===== src/rtl/csat_pkg.sv =====
// Shared constants, codes and control types for the polygon overlap test block.
package csat_pkg;

  localparam int MAX_VERTICES_DEF = 16;
  localparam int COORD_BITS_DEF   = 16;
  localparam int FIELD_W          = 16;
  localparam int CMD_W            = 2;
  localparam int STATUS_W         = 2;

  typedef enum logic [CMD_W-1:0] {
    CMD_ADD_A = 2'd0,
    CMD_ADD_B = 2'd1,
    CMD_TEST  = 2'd2,
    CMD_NONE  = 2'd3
  } cmd_e;

  typedef enum logic [STATUS_W-1:0] {
    ST_OK    = 2'd0,
    ST_DROP  = 2'd1,
    ST_EMPTY = 2'd2
  } status_e;

  // Strobes from the sequencer to the projection unit.
  typedef struct packed {
    logic mul_x;
    logic mul_y;
    logic cmp_en;
    logic cmp_first;
    logic cmp_b;
  } proj_ctrl_t;

endpackage


===== src/rtl/csat_if.sv =====
// Request and result channel interfaces of the polygon overlap test block.
interface csat_in_if;
  import csat_pkg::*;
  logic                      valid;
  logic                      ready;
  logic [CMD_W-1:0]          command;
  logic signed [FIELD_W-1:0] vertex_x;
  logic signed [FIELD_W-1:0] vertex_y;
  modport source (output valid, command, vertex_x, vertex_y, input ready);
  modport sink (input valid, command, vertex_x, vertex_y, output ready);
endinterface

interface csat_out_if;
  import csat_pkg::*;
  logic                valid;
  logic                ready;
  logic                overlap;
  logic [STATUS_W-1:0] status;
  modport source (output valid, overlap, status, input ready);
  modport sink (input valid, overlap, status, output ready);
endinterface


===== src/rtl/convex_polygon_sat_overlap_core.sv =====
// Top level: vertex stores and sequencer of the separating-axis polygon overlap test.
// Vertex loads may arrive back to back while no result waits to be taken.
// A test on an empty polygon answers in the cycle after the request; otherwise edges of
// A, then B, pass S_E0 to S_E2 until one separates, and for each normal every vertex of
// both passes S_PRD to S_PCMP on the shared multiplier and single RAM read ports, then S_CHK.
// Reset clears the counts, the overflow flag and the result; the stores are not cleared.
module convex_polygon_sat_overlap_core #(
  parameter int MAX_VERTICES = csat_pkg::MAX_VERTICES_DEF,
  parameter int COORD_BITS   = csat_pkg::COORD_BITS_DEF
) (
  input logic         clk_i,
  input logic         rst_ni,
  csat_in_if.sink     in_i,
  csat_out_if.source  out_o
);
  import csat_pkg::*;

  localparam int IDX_W = $clog2(MAX_VERTICES);
  localparam int CNT_W = $clog2(MAX_VERTICES + 1);
  localparam int EXT_W = (COORD_BITS > FIELD_W) ? COORD_BITS : FIELD_W;
  localparam int ENT_W = 2 * COORD_BITS;
  localparam int N_W   = COORD_BITS + 1;

  typedef enum logic [3:0] {
    S_IDLE, S_E0, S_E1, S_E2, S_PRD, S_PMX, S_PMY, S_PCMP, S_CHK
  } state_e;

  state_e                  state_q, state_d;
  logic [CNT_W-1:0]        cnt_a_q, cnt_a_d, cnt_b_q, cnt_b_d;
  logic                    ovf_q, ovf_d;
  logic                    src_b_q, src_b_d;
  logic                    pb_q, pb_d;
  logic [IDX_W-1:0]        i_q, i_d, k_q, k_d;
  logic signed [COORD_BITS-1:0] p0x_q, p0x_d, p0y_q, p0y_d;
  logic signed [N_W-1:0]   nx_q, nx_d, ny_q, ny_d;
  logic                    out_valid_q, out_valid_d;
  logic                    overlap_q, overlap_d;
  logic [STATUS_W-1:0]     status_q, status_d;

  logic                    in_ready, accept;
  cmd_e                    cmd;
  logic [EXT_W-1:0]        x_ext, y_ext;
  logic signed [COORD_BITS-1:0] in_x, in_y;
  logic [ENT_W-1:0]        wdata;
  logic                    we_a, we_b;
  logic [IDX_W-1:0]        raddr, j_idx;
  logic [ENT_W-1:0]        rdata_a, rdata_b, rd_ent;
  logic                    rd_sel;
  logic signed [COORD_BITS-1:0] rd_x, rd_y;
  logic signed [N_W-1:0]   dx, dy;
  logic [CNT_W-1:0]        n_src, n_cur, i_next, k_next;
  logic                    i_last, k_last;
  logic                    sep;
  proj_ctrl_t              pctrl;
  status_e                 run_status;

  assign in_ready = (state_q == S_IDLE) && (!out_valid_q || out_o.ready);
  assign accept   = in_i.valid && in_ready;
  assign cmd      = cmd_e'(in_i.command);

  assign x_ext = EXT_W'($unsigned(in_i.vertex_x));
  assign y_ext = EXT_W'($unsigned(in_i.vertex_y));
  assign in_x  = x_ext[COORD_BITS-1:0];
  assign in_y  = y_ext[COORD_BITS-1:0];
  assign wdata = {in_y, in_x};

  assign we_a = accept && (cmd == CMD_ADD_A) && (cnt_a_q != CNT_W'(MAX_VERTICES));
  assign we_b = accept && (cmd == CMD_ADD_B) && (cnt_b_q != CNT_W'(MAX_VERTICES));

  assign n_src  = src_b_q ? cnt_b_q : cnt_a_q;
  assign n_cur  = pb_q ? cnt_b_q : cnt_a_q;
  assign i_next = CNT_W'(i_q) + CNT_W'(1);
  assign k_next = CNT_W'(k_q) + CNT_W'(1);
  assign i_last = (i_next == n_src);
  assign k_last = (k_next == n_cur);
  assign j_idx  = i_last ? '0 : i_next[IDX_W-1:0];

  always_comb begin
    case (state_q)
      S_E0:    raddr = i_q;
      S_E1:    raddr = j_idx;
      default: raddr = k_q;
    endcase
  end

  assign rd_sel = ((state_q == S_E1) || (state_q == S_E2)) ? src_b_q : pb_q;
  assign rd_ent = rd_sel ? rdata_b : rdata_a;
  assign rd_x   = rd_ent[COORD_BITS-1:0];
  assign rd_y   = rd_ent[ENT_W-1:COORD_BITS];
  assign dx     = N_W'(rd_x) - N_W'(p0x_q);
  assign dy     = N_W'(rd_y) - N_W'(p0y_q);

  assign pctrl.mul_x     = (state_q == S_PMX);
  assign pctrl.mul_y     = (state_q == S_PMY);
  assign pctrl.cmp_en    = (state_q == S_PCMP);
  assign pctrl.cmp_first = (k_q == '0);
  assign pctrl.cmp_b     = pb_q;

  assign run_status = ovf_q ? ST_DROP : ST_OK;

  csat_ram #(.WIDTH(ENT_W), .DEPTH(MAX_VERTICES)) u_ram_a (
    .clk_i   (clk_i),
    .we_i    (we_a),
    .waddr_i (cnt_a_q[IDX_W-1:0]),
    .wdata_i (wdata),
    .raddr_i (raddr),
    .rdata_o (rdata_a)
  );

  csat_ram #(.WIDTH(ENT_W), .DEPTH(MAX_VERTICES)) u_ram_b (
    .clk_i   (clk_i),
    .we_i    (we_b),
    .waddr_i (cnt_b_q[IDX_W-1:0]),
    .wdata_i (wdata),
    .raddr_i (raddr),
    .rdata_o (rdata_b)
  );

  csat_proj #(.COORD_BITS(COORD_BITS)) u_proj (
    .clk_i  (clk_i),
    .ctrl_i (pctrl),
    .rd_x_i (rd_x),
    .rd_y_i (rd_y),
    .nx_i   (nx_q),
    .ny_i   (ny_q),
    .sep_o  (sep)
  );

  always_comb begin
    logic adv_edge;
    logic fin;
    logic fin_overlap;
    status_e fin_status;

    adv_edge    = 1'b0;
    fin         = 1'b0;
    fin_overlap = 1'b0;
    fin_status  = ST_OK;

    state_d     = state_q;
    cnt_a_d     = cnt_a_q;
    cnt_b_d     = cnt_b_q;
    ovf_d       = ovf_q;
    src_b_d     = src_b_q;
    pb_d        = pb_q;
    i_d         = i_q;
    k_d         = k_q;
    p0x_d       = p0x_q;
    p0y_d       = p0y_q;
    nx_d        = nx_q;
    ny_d        = ny_q;
    out_valid_d = out_valid_q && !out_o.ready;
    overlap_d   = overlap_q;
    status_d    = status_q;

    case (state_q)
      S_IDLE: begin
        if (accept) begin
          case (cmd)
            CMD_ADD_A: begin
              if (we_a) cnt_a_d = cnt_a_q + CNT_W'(1);
              else ovf_d = 1'b1;
            end
            CMD_ADD_B: begin
              if (we_b) cnt_b_d = cnt_b_q + CNT_W'(1);
              else ovf_d = 1'b1;
            end
            CMD_TEST: begin
              if (cnt_a_q == '0 || cnt_b_q == '0) begin
                fin         = 1'b1;
                fin_overlap = 1'b0;
                fin_status  = ST_EMPTY;
              end else begin
                src_b_d = 1'b0;
                i_d     = '0;
                state_d = S_E0;
              end
            end
            default: ;
          endcase
        end
      end
      S_E0: state_d = S_E1;
      S_E1: begin
        p0x_d   = rd_x;
        p0y_d   = rd_y;
        state_d = S_E2;
      end
      S_E2: begin
        if (dx == '0 && dy == '0) begin
          adv_edge = 1'b1;
        end else begin
          nx_d    = -dy;
          ny_d    = dx;
          pb_d    = 1'b0;
          k_d     = '0;
          state_d = S_PRD;
        end
      end
      S_PRD:  state_d = S_PMX;
      S_PMX:  state_d = S_PMY;
      S_PMY:  state_d = S_PCMP;
      S_PCMP: begin
        if (!k_last) begin
          k_d     = k_next[IDX_W-1:0];
          state_d = S_PRD;
        end else if (!pb_q) begin
          pb_d    = 1'b1;
          k_d     = '0;
          state_d = S_PRD;
        end else begin
          state_d = S_CHK;
        end
      end
      S_CHK: begin
        if (sep) begin
          fin         = 1'b1;
          fin_overlap = 1'b0;
          fin_status  = run_status;
        end else begin
          adv_edge = 1'b1;
        end
      end
      default: state_d = S_IDLE;
    endcase

    if (adv_edge) begin
      if (!i_last) begin
        i_d     = i_next[IDX_W-1:0];
        state_d = S_E0;
      end else if (!src_b_q) begin
        src_b_d = 1'b1;
        i_d     = '0;
        state_d = S_E0;
      end else begin
        fin         = 1'b1;
        fin_overlap = 1'b1;
        fin_status  = run_status;
      end
    end

    if (fin) begin
      out_valid_d = 1'b1;
      overlap_d   = fin_overlap;
      status_d    = fin_status;
      cnt_a_d     = '0;
      cnt_b_d     = '0;
      ovf_d       = 1'b0;
      state_d     = S_IDLE;
    end
  end

  always_ff @(posedge clk_i or negedge rst_ni) begin
    if (!rst_ni) begin
      state_q     <= S_IDLE;
      cnt_a_q     <= '0;
      cnt_b_q     <= '0;
      ovf_q       <= 1'b0;
      src_b_q     <= 1'b0;
      pb_q        <= 1'b0;
      i_q         <= '0;
      k_q         <= '0;
      p0x_q       <= '0;
      p0y_q       <= '0;
      nx_q        <= '0;
      ny_q        <= '0;
      out_valid_q <= 1'b0;
      overlap_q   <= 1'b0;
      status_q    <= ST_OK;
    end else begin
      state_q     <= state_d;
      cnt_a_q     <= cnt_a_d;
      cnt_b_q     <= cnt_b_d;
      ovf_q       <= ovf_d;
      src_b_q     <= src_b_d;
      pb_q        <= pb_d;
      i_q         <= i_d;
      k_q         <= k_d;
      p0x_q       <= p0x_d;
      p0y_q       <= p0y_d;
      nx_q        <= nx_d;
      ny_q        <= ny_d;
      out_valid_q <= out_valid_d;
      overlap_q   <= overlap_d;
      status_q    <= status_d;
    end
  end

  assign in_i.ready    = in_ready;
  assign out_o.valid   = out_valid_q;
  assign out_o.overlap = overlap_q;
  assign out_o.status  = status_q;

endmodule


===== src/rtl/csat_ram.sv =====
// Generic single-write, single-read RAM with registered read data.
module csat_ram #(
  parameter int WIDTH = 32,
  parameter int DEPTH = 16,
  localparam int AW = (DEPTH > 1) ? $clog2(DEPTH) : 1
) (
  input  logic             clk_i,
  input  logic             we_i,
  input  logic [AW-1:0]    waddr_i,
  input  logic [WIDTH-1:0] wdata_i,
  input  logic [AW-1:0]    raddr_i,
  output logic [WIDTH-1:0] rdata_o
);

  logic [WIDTH-1:0] mem_q [DEPTH];
  logic [WIDTH-1:0] rdata_q;

  always_ff @(posedge clk_i) begin
    if (we_i) begin
      mem_q[waddr_i] <= wdata_i;
    end
    rdata_q <= mem_q[raddr_i];
  end

  assign rdata_o = rdata_q;

endmodule


===== src/rtl/csat_proj.sv =====
// Shared multiply-accumulate unit that projects vertices and tracks both intervals.
module csat_proj #(
  parameter int COORD_BITS = csat_pkg::COORD_BITS_DEF
) (
  input  logic                    clk_i,
  input  csat_pkg::proj_ctrl_t    ctrl_i,
  input  logic signed [COORD_BITS-1:0] rd_x_i,
  input  logic signed [COORD_BITS-1:0] rd_y_i,
  input  logic signed [COORD_BITS:0]   nx_i,
  input  logic signed [COORD_BITS:0]   ny_i,
  output logic                    sep_o
);
  import csat_pkg::*;

  localparam int PROD_W = 2 * COORD_BITS + 1;
  localparam int DOT_W  = 2 * COORD_BITS + 2;

  logic signed [COORD_BITS-1:0] y_q;
  logic signed [PROD_W-1:0]     prod_q;
  logic signed [DOT_W-1:0]      dot_q;
  logic signed [DOT_W-1:0]      a_lo_q, a_hi_q, b_lo_q, b_hi_q;
  logic signed [DOT_W-1:0]      lo_s, hi_s;
  logic signed [COORD_BITS-1:0] mul_a;
  logic signed [COORD_BITS:0]   mul_b;
  logic signed [PROD_W-1:0]     mul_p;

  // One multiplier serves both terms of the dot product.
  assign mul_a = ctrl_i.mul_y ? y_q : rd_x_i;
  assign mul_b = ctrl_i.mul_y ? ny_i : nx_i;
  assign mul_p = PROD_W'(mul_a * mul_b);

  assign lo_s = ctrl_i.cmp_b ? b_lo_q : a_lo_q;
  assign hi_s = ctrl_i.cmp_b ? b_hi_q : a_hi_q;

  always_ff @(posedge clk_i) begin
    if (ctrl_i.mul_x) begin
      prod_q <= mul_p;
      y_q    <= rd_y_i;
    end
    if (ctrl_i.mul_y) begin
      dot_q <= DOT_W'(prod_q) + DOT_W'(mul_p);
    end
    if (ctrl_i.cmp_en) begin
      if (ctrl_i.cmp_b) begin
        b_lo_q <= (ctrl_i.cmp_first || dot_q < lo_s) ? dot_q : lo_s;
        b_hi_q <= (ctrl_i.cmp_first || dot_q > hi_s) ? dot_q : hi_s;
      end else begin
        a_lo_q <= (ctrl_i.cmp_first || dot_q < lo_s) ? dot_q : lo_s;
        a_hi_q <= (ctrl_i.cmp_first || dot_q > hi_s) ? dot_q : hi_s;
      end
    end
  end

  // Intervals that merely touch count as separated.
  assign sep_o = (a_lo_q >= b_hi_q) || (b_lo_q >= a_hi_q);

endmodule


===== src/flat_wrapper.sv =====
// flat-port wrapper written by rule: the top's interface ports become plain ports
module convex_polygon_sat_overlap_core_flat import csat_pkg::*;
#(
  parameter int MAX_VERTICES = csat_pkg::MAX_VERTICES_DEF,
  parameter int COORD_BITS   = csat_pkg::COORD_BITS_DEF
)
  (clk_i, rst_ni, in_i_valid, in_i_command, in_i_vertex_x, in_i_vertex_y, in_i_ready, out_o_valid, out_o_overlap, out_o_status, out_o_ready);
  csat_in_if in_i_i ();
  csat_out_if out_o_i ();
  input logic clk_i;
  input logic rst_ni;
  input wire logic [$bits(in_i_i.valid)-1:0] in_i_valid;
  input wire logic [$bits(in_i_i.command)-1:0] in_i_command;
  input wire logic [$bits(in_i_i.vertex_x)-1:0] in_i_vertex_x;
  input wire logic [$bits(in_i_i.vertex_y)-1:0] in_i_vertex_y;
  output wire logic [$bits(in_i_i.ready)-1:0] in_i_ready;
  output wire logic [$bits(out_o_i.valid)-1:0] out_o_valid;
  output wire logic [$bits(out_o_i.overlap)-1:0] out_o_overlap;
  output wire logic [$bits(out_o_i.status)-1:0] out_o_status;
  input wire logic [$bits(out_o_i.ready)-1:0] out_o_ready;
  assign in_i_i.valid = in_i_valid;
  assign in_i_i.command = in_i_command;
  assign in_i_i.vertex_x = in_i_vertex_x;
  assign in_i_i.vertex_y = in_i_vertex_y;
  assign in_i_ready = in_i_i.ready;
  assign out_o_valid = out_o_i.valid;
  assign out_o_overlap = out_o_i.overlap;
  assign out_o_status = out_o_i.status;
  assign out_o_i.ready = out_o_ready;
  convex_polygon_sat_overlap_core #(.MAX_VERTICES(MAX_VERTICES), .COORD_BITS(COORD_BITS)) u_core (.clk_i(clk_i), .rst_ni(rst_ni), .in_i(in_i_i), .out_o(out_o_i));
endmodule

===== config.mk =====
export PLATFORM = sky130hd
export DESIGN_NAME = convex_polygon_sat_overlap_core_flat
export DESIGN_NICKNAME = d
export VERILOG_FILES = /design/src/rtl/csat_pkg.sv /design/src/rtl/csat_if.sv /design/src/rtl/convex_polygon_sat_overlap_core.sv /design/src/rtl/csat_ram.sv /design/src/rtl/csat_proj.sv /design/src/flat_wrapper.sv
export SDC_FILE = /design/constraint.sdc
export NUM_CORES = 2
export LEC_CHECK = 0
export BUFFER_PORTS_ARGS = -buffer_cell sky130_fd_sc_hd__buf_4
export CORE_ASPECT_RATIO = 0.5
export CORE_UTILIZATION = 30
export DETAILED_ROUTE_END_ITERATION = 10
export HOLD_SLACK_MARGIN = 0.12
export SLEW_MARGIN = 10
export SYNTH_ARGS = -nofsm -noshare
export SYNTH_HDL_FRONTEND = slang
export SYNTH_HIERARCHICAL = 1
export SYNTH_SLANG_ARGS = --single-unit

===== constraint.sdc =====
create_clock -name clk_i -period 24.5 [get_ports clk_i]
set_clock_uncertainty 0.15 [all_clocks]
set_input_delay 2.45 -clock clk_i [delete_from_list [all_inputs] [get_ports clk_i]]
set_output_delay 2.45 -clock clk_i [all_outputs]
set_load 0.05 [all_outputs]

## Yosys cells after proc, flatten, opt, wreduce, memory -nomap -nowiden

Memories as Yosys holds them, arrays and structs flattened. A register that Yosys moved wholly into a read port is not among the register bits.
Cells that the tools add are included.

| word-level totals | value |
|---|---|
| flip-flop bits (word level) | 314 |
| bits in writable memories | 1024 |
| input port bits | 38 |
| output and inout bits | 5 |
| logic and storage cells | 185 |
| memories kept | 2 |

| operators by class | value |
|---|---|
| add/sub/neg operators | 8 |
| multipliers | 1 |
| order comparisons | 4 |
| equal/unequal tests | 19 |
| mux-type cells | 88 |
| bitwise operators | 2 |
| reductions and logical operators | 39 |

Memory list:

| memory | depth | bits a word | read ports | clocked after Yosys merged registers in | write ports | line | text |
|---|---|---|---|---|---|---|---|
| u_core.u_ram_a.mem_q | 16 | 32 | 1 | 1 | 1 | csat_ram.sv:15 | `logic [WIDTH-1:0] mem_q [DEPTH];` |
| u_core.u_ram_b.mem_q | 16 | 32 | 1 | 1 | 1 | csat_ram.sv:15 |  |

Operators with widths:

| kind | number |
|---|---|
| 34-bit 2-to-1 mux | 4 |
| 4-bit 2-to-1 mux | 21 |
| 34-bit >= comparator | 2 |
| 5-bit 2-to-1 mux | 12 |
| 4-bit one-hot mux with 9 select lines | 1 |
| 33-bit by 33-bit adder with 34-bit output | 1 |
| 34-bit greater-than comparator | 1 |
| 17-bit zero test | 2 |
| 34-bit < comparator | 1 |
| 16-bit by 16-bit subtractor with 17-bit output | 2 |
| 16-bit by 17-bit multiplier with 33-bit output | 1 |
| 1-bit 2-to-1 mux | 33 |
| 32-bit 2-to-1 mux | 1 |
| 17-bit 2-to-1 mux | 1 |
| 17-bit negator | 1 |
| 4-bit by 3-bit == test with 1-bit output (second input constant) | 4 |
| 16-bit 2-to-1 mux | 1 |
| 4-bit one-hot mux with 2 select lines | 2 |
| 2-bit 2-to-1 mux | 7 |
| 2-bit nonzero test | 7 |
| 4-bit by 1-bit adder with 5-bit output (second input constant) | 2 |
| 5-bit by 1-bit adder with 5-bit output (second input constant) | 2 |
| 5-bit == test | 2 |
| 5-bit zero test | 2 |
| 22 further kinds | 48 |

## Longest topological paths before layout

| logic depth | value |
|---|---|
| depth after elaboration | 13 |
| gate-level depth with buffers | 38 |
| mapped depth without buffers | 36 |

## Hierarchy

Netlist, hierarchy kept.

Modules (own cells, without submodules):

| module | instances | cells an instance | area an instance (um^2) | sequential area each (um^2) |
|---|---|---|---|---|
| csat_ram | 2 | 838 | 19835.3 | 16015.4 |
| csat_proj | 1 | 2270 | 23910.4 | 6576.3 |
| convex_polygon_sat_overlap_core | 1 | 761 | 6988.0 | 2377.3 |

## Least setup slack after synthesis

No wires, ideal clock.

| timing path | value |
|---|---|
| path kind | flip-flop to flip-flop |
| start point | register u_core.state_q[3] |
| end point | register u_core.u_proj.dot_q[33] (data pin) |
| setup time | 259 ps |
| arrival | 10188 ps |
| data required time | 24091 ps |
| slack | 13903 ps |
| stages on the path, launching flop included | 33 |
| buffers on the path | 5 |
| period minus slack after synthesis | 10597 ps |
| path through | dfrtp_1 clkbuf_1 nand2b_1 nor2_1 clkbuf_1 clkbuf_1 buf_1 mux2i_1 nor2_1 fa_1 inv_1 fa_1 fa_1 inv_1 fa_1 fa_1 inv_1 fa_1 inv_1 ha_1 and4_1 o2111ai_1 a2111oi_2 o41ai_4 o21bai_1 a21oi_1 xnor2_1 ha_1 clkbuf_1 nand4_1 nor4_1 o41ai_2 o31a_1 |

RTL lines:

| what | line | text |
|---|---|---|
| start, declared | convex_polygon_sat_overlap_core.sv:28 | `state_e state_q, state_d;` |
| start signal, assigned | convex_polygon_sat_overlap_core.sv:271 | `state_q <= state_d;` |
| end signal, assigned | csat_proj.sv:41 | `dot_q <= DOT_W'(prod_q) + DOT_W'(mul_p);` |
| end, declared | csat_proj.sv:20 | `logic signed [DOT_W-1:0] dot_q;` |

## Final worst setup path

| timing path | value |
|---|---|
| start point | register u_core.state_q[2] |
| end point | register u_core.u_proj.dot_q[33] (data pin) |

| between the ends | value |
|---|---|
| word-level cells in the longest chain between the ends | 7 |
| elaborated cells between the ends (all ways) | 10 |
| classes of those cells | 1 x add/sub; 1 x mul; 3 x eq/ne; 4 x mux; 1 x reduce/logical |

RTL lines:

| what | line | text |
|---|---|---|
| 4-bit by 2-bit == test with 1-bit output | convex_polygon_sat_overlap_core.sv:86 | `assign rd_sel = ((state_q == S_E1) \|\| (state_q == S_E2)) ? src_b_q : pb_q;` |
| 1-bit logical OR (*) | convex_polygon_sat_overlap_core.sv:86 |  |
| 1-bit 2-to-1 mux (*) | convex_polygon_sat_overlap_core.sv:86 |  |
| 32-bit 2-to-1 mux (*) | convex_polygon_sat_overlap_core.sv:87 | `assign rd_ent = rd_sel ? rdata_b : rdata_a;` |
| net u_core.rd_ent[10] | convex_polygon_sat_overlap_core.sv:47 | `logic [ENT_W-1:0] rdata_a, rdata_b, rd_ent;` |
| 16-bit 2-to-1 mux (*) | csat_proj.sv:28 | `assign mul_a = ctrl_i.mul_y ? y_q : rd_x_i;` |
| 16-bit by 17-bit multiplier with 33-bit output (*) | csat_proj.sv:30 | `assign mul_p = PROD_W'(mul_a * mul_b);` |
| net u_core.u_proj.mul_p[26] | csat_proj.sv:25 | `logic signed [PROD_W-1:0] mul_p;` |
| 33-bit by 33-bit adder with 34-bit output (*) | csat_proj.sv:41 |  |

Mark *: on every way through the listed nets, which the timed path passes. The rest lies on a longest branch.
A chain may end at the register's enable or synchronous reset.

==> results.md <==
- Outcome: completed
- # IOs: 43
- Pins Over Slew Limit: 0
- Number of port buffers: 42
- Count of unique library cells instantiated by Yosys: 107
- Vias per cell: 4.907
- Max Cap Violations: 0
- Simple-Gate Fraction of Synth Area: 0.05175
- Fmax: 0.09857 GHz
- CTS max path bufs: 4
- Synth Instances: 4707
- WL/cell: 21.15 um
- Mux contribution to synthesized area: 0.1214
- Post-DP HPWL: 104.7 mm
- Syn Nets: 5317
- Hold Fails Final Rpt: 0
- Layout cell share with drive strength beyond 1: 0.1537
- Setup TNS: 0 ps
- Sequential standard cell area: 0.04099 mm2
- Leakage: 29.53 nW
- Yosys reg bits: 1402
- Placed insts: 7775
- Hold Path Class: reg -> reg
- DR DRC count: 0
- Post-CTS Setup Bufs: 0
- Async set or reset register ratio after synthesis: 0.06776
- Synth warnings: 6
- Synth Area in XOR/XNOR: 0.01316
- P per Cell Area: 59.13 mW/mm2
- Data required, critical path: 24820 ps
- P&R area growth vs syn: 12.18%
- Starting DRT DRC Count: 3377
- Final GP Congestion: 0.8639
- Drt pass-1 iters: 5
- Flop2flop setup slack: 14350 ps
- Rows: 125
- Non-Filler Instances: 8017
- Main combinational cell family by area after synthesis: adder cells
- Commonest cells after routing, fill and taps aside: edfxtp_1, inv_1, ha_1
- Worst Path Max Fanout: 32
- Post-synth EDFFs: 1243
- Vias: 39340
- Sequential-to-total area share from yosys stat: 0.5808
- Vias in the first global route: 40290
- Die Wd: 687.9 um
- Pin count of the biggest net entering global routing: 136
- CTS tree: yes
- Post-Synth Adder-Cell Area: 0.1311
- Fin crit share: 0.4141
- Slew margin rel.: 0.1646
- Critical path startpoint category: register
- Clock slew at reported path FFs: 60 ps
- Crit-path leading delay family: adder cells
- Avg Inst Size Synth: 14.99 um2
- Overall power: 4.681 mW
- Number of buffers created by CTS: 138
- Arrival time of the worst setup path: 10460 ps
- Crit path kind: reg -> reg
- RSZ-0062 raised after global routing: false
- WP buf/inv: 5
- Post-route ant nets: 0
- Later-pin clock latency in the skew report: 800 ps
- Post-synth top flop: edfxtp_1
- Post-synth top area share: 0.5289
- Grt ovf: 0
- Multi-input combinational cell area: 0.02720 mm2
- Number of H-tree levels: 4
- Kind of end point of the critical path: register
- GRT Util Overall: 0.1413
- Total detailed-routing wirelength: 169.6 mm
- Final setup fails: 0
- Final Net Count: 5414
- Initial core utilization: 0.3028
- # fillers: 22450
- Root Buffer: clkbuf_16
- Most common cell after layout, fill and taps aside: edfxtp_1
- Core area: 0.2330 mm2
- Clock sinks: 1402
- CTS resizes: 0
- Compound-Gate Fraction of Synth Area: 0.06312
- IR drop worst, VDD: 43.04 uV
- Initial antenna violation count: 1
- CP max stage delay: 730 ps
- Mapped Area: 0.07057 mm2
- Final Critical Period: 10150 ps
- Least-Margin Pin Slew: 1218 ps
- Area contributors post-synth: edfxtp_1, mux4_2, fa_1
- Most used cell, CP: fa_1
- Slowest CP cell: mux2i_1
- Height of the chip: 345.0 um
- Hold-fix buffers, CTS: 0
- First-pass GRT wire length: 254.7 mm
- Area leader, netlist: edfxtp_1
- Die area: 0.2373 mm2
sequential cells by signal, summed over array words and instances, names as in the netlist, 2 cells and up:
| name | count |
|---|---|
| u_core/cnt_a_q | 5 |
| u_core/cnt_b_q | 5 |
| u_core/i_q | 4 |
| u_core/k_q | 4 |
| u_core/nx_q | 17 |
| u_core/ny_q | 17 |
| u_core/out_o.status | 2 |
| u_core/p0x_q | 16 |
| u_core/p0y_q | 16 |
| u_core/state_q | 4 |
| u_core/u_proj/a_hi_q | 34 |
| u_core/u_proj/a_lo_q | 34 |
| u_core/u_proj/b_hi_q | 34 |
| u_core/u_proj/b_lo_q | 34 |
| u_core/u_proj/dot_q | 34 |
| u_core/u_proj/prod_q | 33 |
| u_core/u_proj/y_q | 16 |
| u_core/u_ram_a/mem_q | 512 |
| u_core/u_ram_a/rdata_o | 32 |
| u_core/u_ram_b/mem_q | 512 |
| u_core/u_ram_b/rdata_o | 32 |
synthesized netlist by cell type, types with 24 or more instances:
| cell | number |
|---|---|
| a22oi_1 | 133 |
| ha_1 | 293 |
| a21o_1 | 86 |
| xor2_1 | 39 |
| nand3_1 | 29 |
| nor2_1 | 244 |
| o211ai_1 | 26 |
| mux2_2 | 78 |
| dfxtp_1 | 64 |
| a21oi_1 | 111 |
| mux2i_1 | 186 |
| xnor2_1 | 67 |
| edfxtp_1 | 1243 |
| mux4_2 | 256 |
| o21ai_0 | 108 |
| nor3_1 | 46 |
| clkbuf_1 | 81 |
| buf_4 | 24 |
| nand2_1 | 292 |
| buf_1 | 31 |
| nand4_1 | 43 |
| fa_1 | 279 |
| inv_1 | 510 |
| dfrtp_1 | 95 |
| nand2b_1 | 29 |
kinds of logic (layout without fill, tap and decap cells):
| family | count (synthesis) | after routing |
|---|---|---|
| adders and majority gates | 572 | 572 |
| xor gates and xnor gates | 106 | 106 |
| AOI/OAI and AO/OA | 632 | 632 |
| other | 0 | 1 |
| muxes | 524 | 524 |
| buffers and inverters | 673 | 871 |
| DFF | 1402 | 1402 |
| and+or+nand+nor | 798 | 798 |
worst paths after layout:
kind	start	to	cells past startpoint
worst max register to register	u_core/state_q[2]	u_core/u_proj/dot_q[33]	30
min in group asynchronous	rst_ni	u_core/nx_q[7]	1
worst min register to register	u_core/nx_q[0]	u_core/nx_q[0]	2
worst max-delay path	u_core/state_q[2]	u_core/u_proj/dot_q[33]	30
worst min-delay path	u_core/nx_q[0]	u_core/nx_q[0]	2
max in group asynchronous	rst_ni	u_core/pb_q	2
per-layer routing:
layer	wire [um]	GRT usage	vias up
met4	3802	0.03375	0
met1	77150	0.1963	20360
met2	78300	0.2300	1081
li1	-	-	17680
met5	0	0	-
met3	10320	0.02647	218
power by group:
| group | switching (mW) | internal (mW) | total [mW] |
|---|---|---|---|
| Combinational | 0.0255 | 0.00416 | 0.0297 |
| Sequential | 0.00000000000000000173 | 2.59 | 2.59 |
| Clock | 0.899 | 1.16 | 2.06 |
| Total | 0.924 | 3.76 | 4.68 |
worst min-delay path, delay by kind of cell (launching register included):
family / cells / cell delay [ps]
compound gates: 2 / 140
flops: 1 / 340
per-stage QoR:
| stage | instance area, um2 | utilization | setup WS (ps) | hold WS, ps |
|---|---|---|---|---|
| after floorplan | 70570 | - | 13900 | 323.5 |
| after global placement | 74910 | 0.3214 | 14470 | 347.5 |
| after detailed placement | 74910 | 0.3214 | 14380 | 358.1 |
| after CTS | 79160 | 0.3397 | 14330 | 372.2 |
| after global routing | 79160 | 0.3397 | 13710 | 406.3 |
| final | 79160 | 0.3397 | 14350 | 366.3 |
area by class of cell:
| class | instances | area share |
|---|---|---|
| sequential | 1402 | 0.5178 |
| inverter | 510 | 0.02418 |
| clock buffer | 189 | 0.04787 |
| timing repair buffer | 120 | 0.01154 |
| clock inverter | 52 | 0.005864 |
| multi-input combinational | 2632 | 0.3436 |
| tap | 3111 | 0.04917 |
| antenna | 1 | 0.00003161 |
Note: power is estimated with default switching activity, not from simulation.
